<file path="config.mk">
export PLATFORM = sky130hd
export DESIGN_NAME = prime_filter_trial_division_core
export DESIGN_NICKNAME = d
export VERILOG_FILES = /design/src/hw/rtl/ptd_pkg.sv /design/src/hw/rtl/ptd_rem_unit.sv /design/src/hw/rtl/ptd_out_stage.sv /design/src/hw/rtl/prime_filter_trial_division_core.sv
export SDC_FILE = /design/constraint.sdc
export NUM_CORES = 1
export LEC_CHECK = 0
export ABC_AREA = 1
export BUFFER_PORTS_ARGS = -buffer_cell sky130_fd_sc_hd__buf_2
export CAP_MARGIN = 25
export CORE_MARGIN = 2
export CORE_UTILIZATION = 61
export CTS_CLUSTER_SIZE = 28
export DETAILED_ROUTE_END_ITERATION = 10
export PLACE_DENSITY_LB_ADDON = 0.12
export SLEW_MARGIN = 20
export SYNTH_ARGS = -nofsm -noshare
export SYNTH_HDL_FRONTEND = slang
export SYNTH_HIERARCHICAL = 1
export SYNTH_SLANG_ARGS = --single-unit
</file>
<file path="constraint.sdc">
create_clock -name clk -period 3.9 [get_ports clk]
set_input_delay 0.39 -clock clk [delete_from_list [all_inputs] [get_ports clk]]
set_output_delay 0.39 -clock clk [all_outputs]
set_load 0.005 [all_outputs]
</file>
<file path="src/hw/rtl/ptd_pkg.sv">
// ----------------------------------------------------------------------------
// ptd_pkg: shared types and constants of the trial division prime filter
// Holds the field widths, the derived divisor and square widths, the
// sequencer state type and the structs passed between the block's modules.
// ----------------------------------------------------------------------------
package ptd_pkg;

  // Field widths on the streaming ports.
  localparam int VALUE_W = 16;
  localparam int COUNT_W = 8;

  // Bits of the input value that take part in the test.
  localparam int VALUE_BITS = 16;
  localparam int VB         = (VALUE_BITS < VALUE_W) ? VALUE_BITS : VALUE_W;

  // Trial divisors never pass sqrt(2^VB) + 2; the running square of the
  // divisor stays below 2^(VB+2).
  localparam int DIV_BITS = (VB + 1) / 2 + 2;
  localparam int SQ_BITS  = VB + 2;
  localparam int STEP_W   = $clog2(VB + 1);

  // Saturation point of the running prime count.
  localparam logic [COUNT_W-1:0] MAX_LEN = COUNT_W'(128);

  // Sequencer states.
  typedef enum logic [3:0] {
    S_IDLE  = 4'b0001,
    S_CHECK = 4'b0010,
    S_DIV   = 4'b0100,
    S_DONE  = 4'b1000
  } state_t;

  // Request to the serial remainder unit.
  typedef struct packed {
    logic                start;
    logic [VB-1:0]       dividend;
    logic [DIV_BITS-1:0] divisor;
  } rem_req_t;

  // Status from the serial remainder unit.
  typedef struct packed {
    logic busy;
    logic done;
    logic zero;
  } rem_rsp_t;

  // One result item as held by the output stage.
  typedef struct packed {
    logic [VALUE_W-1:0] prime_value;
    logic               keep;
    logic [COUNT_W-1:0] prime_count;
    logic               run_end;
  } out_item_t;

endpackage

</file>
<file path="src/hw/rtl/ptd_rem_unit.sv">
// ----------------------------------------------------------------------------
// ptd_rem_unit: bit-serial remainder unit
// Restoring division that shifts the dividend in one bit per cycle, most
// significant bit first, and keeps only the partial remainder.
// ----------------------------------------------------------------------------
module ptd_rem_unit (
  input  logic              clk,
  input  logic              rst_n,
  input  ptd_pkg::rem_req_t req,
  output ptd_pkg::rem_rsp_t rsp
);
  import ptd_pkg::*;

  logic                busy_r, busy_nxt;
  logic                done_r, done_nxt;
  logic [STEP_W-1:0]   step_r, step_nxt;
  logic [VB-1:0]       shift_r, shift_nxt;
  logic [DIV_BITS-1:0] rem_r, rem_nxt;
  logic [DIV_BITS-1:0] dsr_r, dsr_nxt;
  logic [DIV_BITS:0]   trial;

  // One restoring step: bring in the next dividend bit and subtract if it fits.
  assign trial = {rem_r, shift_r[VB-1]};

  always_comb begin
    busy_nxt  = busy_r;
    done_nxt  = 1'b0;
    step_nxt  = step_r;
    shift_nxt = shift_r;
    rem_nxt   = rem_r;
    dsr_nxt   = dsr_r;
    if (req.start && !busy_r) begin
      busy_nxt  = 1'b1;
      step_nxt  = STEP_W'(VB);
      shift_nxt = req.dividend;
      rem_nxt   = '0;
      dsr_nxt   = req.divisor;
    end else if (busy_r) begin
      shift_nxt = shift_r << 1;
      step_nxt  = step_r - STEP_W'(1);
      if (trial >= {1'b0, dsr_r}) begin
        rem_nxt = DIV_BITS'(trial - {1'b0, dsr_r});
      end else begin
        rem_nxt = trial[DIV_BITS-1:0];
      end
      if (step_r == STEP_W'(1)) begin
        busy_nxt = 1'b0;
        done_nxt = 1'b1;
      end
    end
  end

  // Control state.
  always_ff @(posedge clk) begin
    if (!rst_n) begin
      busy_r <= 1'b0;
      done_r <= 1'b0;
      step_r <= '0;
    end else begin
      busy_r <= busy_nxt;
      done_r <= done_nxt;
      step_r <= step_nxt;
    end
  end

  // Datapath registers.
  always_ff @(posedge clk) begin
    shift_r <= shift_nxt;
    rem_r   <= rem_nxt;
    dsr_r   <= dsr_nxt;
  end

  assign rsp.busy = busy_r;
  assign rsp.done = done_r;
  assign rsp.zero = (rem_r == '0);

endmodule

</file>
<file path="src/hw/rtl/ptd_out_stage.sv">
// ----------------------------------------------------------------------------
// ptd_out_stage: result register
// Holds one result item toward the receiver and frees the sequencer while
// the item waits to be taken.
// ----------------------------------------------------------------------------
module ptd_out_stage (
  input  logic               clk,
  input  logic               rst_n,
  input  logic               load,
  input  ptd_pkg::out_item_t item,
  output logic               slot_free,
  output logic               out_tvalid,
  input  logic               out_tready,
  output logic [23:0]        out_tdata,  // [15:0] prime_value, [23:16] prime_count
  output logic               out_tuser,  // [0] keep
  output logic               out_tlast   // run_end
);
  import ptd_pkg::*;

  logic      valid_r, valid_nxt;
  out_item_t item_r;

  // The slot can take a new item when it is empty or drains this cycle.
  assign slot_free = !valid_r || out_tready;

  always_comb begin
    valid_nxt = valid_r;
    if (load) begin
      valid_nxt = 1'b1;
    end else if (out_tready) begin
      valid_nxt = 1'b0;
    end
  end

  always_ff @(posedge clk) begin
    if (!rst_n) begin
      valid_r <= 1'b0;
    end else begin
      valid_r <= valid_nxt;
    end
  end

  always_ff @(posedge clk) begin
    if (load) begin
      item_r <= item;
    end
  end

  assign out_tvalid = valid_r;
  assign out_tdata  = {item_r.prime_count, item_r.prime_value};
  assign out_tuser  = item_r.keep;
  assign out_tlast  = item_r.run_end;

endmodule

</file>
<file path="src/hw/rtl/prime_filter_trial_division_core.sv">
// ----------------------------------------------------------------------------
// prime_filter_trial_division_core: trial division prime filter
// Tests each incoming value for primality and forwards primes, plus one
// result for the last item of every run, with a running prime count.
// ----------------------------------------------------------------------------
// Usage:
//   Input channel: in_tdata carries the value, in_tlast marks the last item
//   of a run. One item is taken at a time; in_tready is high only while the
//   block has no item in work.
//   Result channel: out_tdata carries the value and the running prime count,
//   out_tuser the keep flag, out_tlast the run-end flag. A non-prime item
//   that is not the last of its run gives no result.
//   Values below 4 and even values go from the idle state straight to the
//   done state, which loads any result into the output register once it
//   is free and then returns to idle. Odd values go through trial
//   divisors 3, 5, 7, ... up to the square root; each divisor passes the
//   check state, which starts the bit-serial remainder unit, and the divide
//   state, which waits for the unit to finish. A new item is taken only
//   after the block is through with the last one.
//   Reset clears the sequencer, the prime count and the result register.
//   When the receiver stalls, a result waits in the output register; the
//   block keeps taking and testing the next item and holds only when a
//   second result is ready before the first one has been taken.
// ----------------------------------------------------------------------------
module prime_filter_trial_division_core (
  input  logic                      clk,
  input  logic                      rst_n,
  input  logic                      in_tvalid,
  output logic                      in_tready,
  input  logic [ptd_pkg::VALUE_W-1:0] in_tdata,  // [15:0] value
  input  logic                      in_tlast,
  output logic                      out_tvalid,
  input  logic                      out_tready,
  output logic [23:0]               out_tdata,   // [15:0] prime_value, [23:16] prime_count
  output logic                      out_tuser,   // [0] keep
  output logic                      out_tlast    // run_end
);
  import ptd_pkg::*;

  state_t              state_r, state_nxt;
  logic [COUNT_W-1:0]  count_r, count_nxt;
  logic [VB-1:0]       val_r, val_nxt;
  logic                last_r, last_nxt;
  logic                prime_r, prime_nxt;
  logic [DIV_BITS-1:0] dvs_r, dvs_nxt;
  logic [SQ_BITS-1:0]  sq_r, sq_nxt;

  logic [VB-1:0]       in_val;
  logic                in_acc;
  logic                emit;
  logic                slot_free;
  logic                load;
  logic [COUNT_W-1:0]  count_upd;
  rem_req_t            rem_req;
  rem_rsp_t            rem_rsp;
  out_item_t           res;

  assign in_val    = in_tdata[VB-1:0];
  assign in_tready = (state_r == S_IDLE);
  assign in_acc    = in_tvalid && in_tready;

  // Result assembly for the item in hand.
  assign emit      = prime_r || last_r;
  assign load      = (state_r == S_DONE) && emit && slot_free;
  assign count_upd = (prime_r && (count_r < MAX_LEN)) ? count_r + COUNT_W'(1) : count_r;

  assign res.prime_value = prime_r ? VALUE_W'(val_r) : '0;
  assign res.keep        = prime_r;
  assign res.prime_count = count_upd;
  assign res.run_end     = last_r;

  // Divider request: issued from the check state.
  assign rem_req.start    = (state_r == S_CHECK) && (sq_r <= SQ_BITS'(val_r));
  assign rem_req.dividend = val_r;
  assign rem_req.divisor  = dvs_r;

  // Sequencer.
  always_comb begin
    state_nxt = state_r;
    count_nxt = count_r;
    val_nxt   = val_r;
    last_nxt  = last_r;
    prime_nxt = prime_r;
    dvs_nxt   = dvs_r;
    sq_nxt    = sq_r;
    case (state_r)
      S_IDLE: begin
        if (in_acc) begin
          val_nxt   = in_val;
          last_nxt  = in_tlast;
          dvs_nxt   = DIV_BITS'(3);
          sq_nxt    = SQ_BITS'(9);
          state_nxt = S_DONE;
          if (in_val < VB'(2)) begin
            prime_nxt = 1'b0;
          end else if ((in_val >> 2) == '0) begin
            prime_nxt = 1'b1;
          end else if (!in_val[0]) begin
            prime_nxt = 1'b0;
          end else begin
            state_nxt = S_CHECK;
          end
        end
      end
      S_CHECK: begin
        // Past the square root with no divisor found: prime.
        if (sq_r > SQ_BITS'(val_r)) begin
          prime_nxt = 1'b1;
          state_nxt = S_DONE;
        end else begin
          state_nxt = S_DIV;
        end
      end
      S_DIV: begin
        if (rem_rsp.done) begin
          if (rem_rsp.zero) begin
            prime_nxt = 1'b0;
            state_nxt = S_DONE;
          end else begin
            // (d + 2)^2 = d^2 + 4d + 4
            dvs_nxt   = dvs_r + DIV_BITS'(2);
            sq_nxt    = sq_r + SQ_BITS'({dvs_r, 2'b00}) + SQ_BITS'(4);
            state_nxt = S_CHECK;
          end
        end
      end
      S_DONE: begin
        if (!emit) begin
          state_nxt = S_IDLE;
        end else if (slot_free) begin
          count_nxt = last_r ? '0 : count_upd;
          state_nxt = S_IDLE;
        end
      end
      default: begin
        state_nxt = S_IDLE;
      end
    endcase
  end

  // Control state.
  always_ff @(posedge clk) begin
    if (!rst_n) begin
      state_r <= S_IDLE;
      count_r <= '0;
    end else begin
      state_r <= state_nxt;
      count_r <= count_nxt;
    end
  end

  // Item payload and trial divisor.
  always_ff @(posedge clk) begin
    val_r   <= val_nxt;
    last_r  <= last_nxt;
    prime_r <= prime_nxt;
    dvs_r   <= dvs_nxt;
    sq_r    <= sq_nxt;
  end

  ptd_rem_unit u_rem (
    .clk   (clk),
    .rst_n (rst_n),
    .req   (rem_req),
    .rsp   (rem_rsp)
  );

  ptd_out_stage u_out (
    .clk        (clk),
    .rst_n      (rst_n),
    .load       (load),
    .item       (res),
    .slot_free  (slot_free),
    .out_tvalid (out_tvalid),
    .out_tready (out_tready),
    .out_tdata  (out_tdata),
    .out_tuser  (out_tuser),
    .out_tlast  (out_tlast)
  );

`ifndef SYNTH
  // The prime count never passes its saturation point.
  a_count_sat: assert property (@(posedge clk) disable iff (!rst_n)
    count_r <= MAX_LEN)
    else $error("prime count above saturation point");

  // A result carrying the run end leaves the count cleared.
  a_run_clear: assert property (@(posedge clk) disable iff (!rst_n)
    (load && last_r) |=> (count_r == '0))
    else $error("count not cleared after end of run");

  // The remainder unit is only started while idle.
  a_rem_start: assert property (@(posedge clk) disable iff (!rst_n)
    rem_req.start |-> !rem_rsp.busy)
    else $error("remainder unit started while busy");

  // A completed division is only reported while the sequencer waits for it.
  a_rem_done: assert property (@(posedge clk) disable iff (!rst_n)
    rem_rsp.done |-> (state_r == S_DIV))
    else $error("division finished outside the wait state");
`endif

endmodule
</file>
==> metrics.txt <==
outcome=complete, no violations; Slew headroom=41.7%; hold path start=in_tlast; Internal Power=3.54 mW; WS Path Type=reg2reg; Final #Nets=873; RePlAce Congestion=0.900; RSZ-0062 raised after global routing=no; TNS Setup=0 ns; mean number of vias per cell=5.30; TritonCTS Buffers=17; Least-Margin Pin Slew=0.867 ns; Layout area overhead=15.2%; dpl cells=925; Clock Latency Late Sink=0.52 ns; FMAX=349 MHz; R2R Path End=u_rem/shift_r[11]$_DFFE_PP_; final hold vios=0; Layout Skew=0.00920 ns; largest net degree at the start of global routing=28; Data required, critical path=4.16 ns; VDD IR max=0.438 mV; via count=5,076; Design Area, Final=7660 um^2; final wirelength=14.1 mm; Setup violations, final=0; worst hold margin=0.0465 ns; power share of the combinational group=35.0%; total track usage=26.2%; Mapped Area=6650 um^2; Reg-to-Reg Start=sq_r[13]$_SDFFCE_PP0P_; power share of the clock group=27.8%; Die X=108 um; Overflow after GRT=0; CTS Root Cell=clkbuf_8; crit share post-route=73.4%; Post-Syn Nets=812; hpwl dp=10.3 mm; CTS tree=yes; Placeable Area=10,700 um^2; post_cts resized=0; Setup crit start kind=register; Slowest Stage Delay on Critical Path=0.46 ns; ANT cells=0; Detail Route Antenna Nets=0; Sw Ratio=37.3%; maxcap violations=0; layout cell share with drive strength beyond 1=13.8%; # port buffers=48; Worst R2R Path Depth=14; wire per inst=14.7 um; I/O pin count=49; P per Cell Area=738 nW/um^2; H-tree levels=4; critical path fanouts, max=26; initial antenna violation count=0; drt first pass iters=5; # rows=38; most used cell, CP=nand2_1; WHS Endpoint=last_r$_DFFE_PP_; final-layout fill cell count=841; Flop pwr share=37.2%; Syn Inst Count=744; Psw=2.11 mW; Hold Crit Class=in2reg; critical path capture point type=register; placed inst area=7040 um^2; Die H=108 um; CP max-delay cell=edfxtp_1; Final Max Tran Viols=0; hold_buf cts=0; Reg clk slew, reported paths=0.05 ns; Max Root-Sink Buffers=2; DR iter-0 viols=426; first-pass GRT wire length=23.3 mm; Period minus WS final=2.86 ns; final std cells w/o fill=958; Starting Density=61.9%; yosys warns=6; CP cell instances=ha_1 > nand2_1 > inv_1 > nand3_1 > nor2_1 > nand2_1 > nand2_1 > nand2_1 > nand3_1 > inv_1 > nand2_1 > inv_2 > nand2_1 > nand2_1; syn avg cell area=8.94 um^2; number of global-route vias before repair=4,932; Sink Count=124; Worst Path Arrival=3.13 ns; worst hold stages=1; static leakage=3.58 nW; Reg2Reg Setup Slack=1.04 ns; setup bufs post-CTS=0; residual DRC count=0; die area=11,800 um^2
-- critical path, delay by kind of cell, from the launching register on --
family        cells  cell delay [ns]
flops             1             0.46
fa+ha+maj         1             0.34
simple gates     10             1.30
buf+inv           3             0.50
-- power by group through the flow --
stage / logic, mW / clock network (mW) / registers (mW)
2_1_floorplan: 1.54 / 0 / 1.98
3_3_place_gp: 1.89 / 0 / 2.11
3_5_place_dp: 1.94 / 0 / 2.12
4_1_cts: 1.97 / 1.59 / 2.10
5_1_grt: 2.29 / 1.65 / 2.14
6_report: 1.98 / 1.57 / 2.10
-- sequential cells by signal, summed over array words and instances (netlist names), 4 cells and up --
register and cells:
sq_r 15, u_rem/shift_r 16, u_out/out_tdata 24, u_rem/dsr_r 10, state_r 4, count_r 8
dvs_r 9, u_rem/rem_r 10, val_r 16, u_rem/step_r 5
-- cell usage in the layout (no fill, tap or decap), types with 5 or more instances in the layout --
cell and n:
nand4_1 6, edfxtp_1 94, nor3b_1 5, nand2_2 7, ha_1 45, nor3_1 10, inv_2 5, inv_1 112
a21oi_1 34, a22oi_1 6, o21ai_1 5, dfxtp_1 30, nand3_2 8, nand3_1 39, o21ai_0 14, xor2_1 8
clkbuf_16 16, nand2_1 201, nor2_1 63, buf_2 48
-- worst max-delay path by stage --
| stage | from | to | slack (ns) |
|---|---|---|---|
| 3_5_place_dp | sq_r[13]$_SDFFCE_PP0P_ | u_rem/step_r[4]$_SDFFE_PN0P_ | 1.06 |
| 5_1_grt | sq_r[13]$_SDFFCE_PP0P_ | u_rem/step_r[4]$_SDFFE_PN0P_ | 0.65 |
| 2_1_floorplan | state_r[1]$_SDFFE_PN0P_ | dvs_r[1]$_SDFFCE_PP1P_ | 0.84 |
| 4_1_cts | sq_r[13]$_SDFFCE_PP0P_ | u_rem/shift_r[11]$_DFFE_PP_ | 1.05 |
| 3_3_place_gp | val_r[9]$_DFFE_PP_ | u_rem/dsr_r[5]$_DFFE_PP_ | 1.19 |
| 6_report | sq_r[13]$_SDFFCE_PP0P_ | u_rem/shift_r[11]$_DFFE_PP_ | 1.04 |
-- metal layers --
layer  vias up  GRT usage [%]  wire length (um)
li1       2566              -                 -
met1      2335           32.6              6020
met2       144           43.5              7100
met3        31           6.81               682
met4         0           10.6               284
met5         -              0                 0
-- through the flow --
step	setup slack [ns]	utilization, %	total power [mW]
floorplan	0.838	-	3.52
global placement	1.19	65.5	3.99
detailed placement	1.06	65.5	4.05
CTS	1.05	71.1	5.66
global route	0.646	71.3	6.08
finish	1.04	71.3	5.65
-- cell type report --
cell class,count,area (um^2),area share [%]
clock buffer,20,425,5.55
clock inverter,12,171,2.24
timing repair buffer,53,298,3.89
tap,140,175,2.29
sequential,124,3420,44.7
inverter,119,449,5.86
multi-input combinational,490,2720,35.5
No activity file was read; power rests on OpenSTA's default activity.
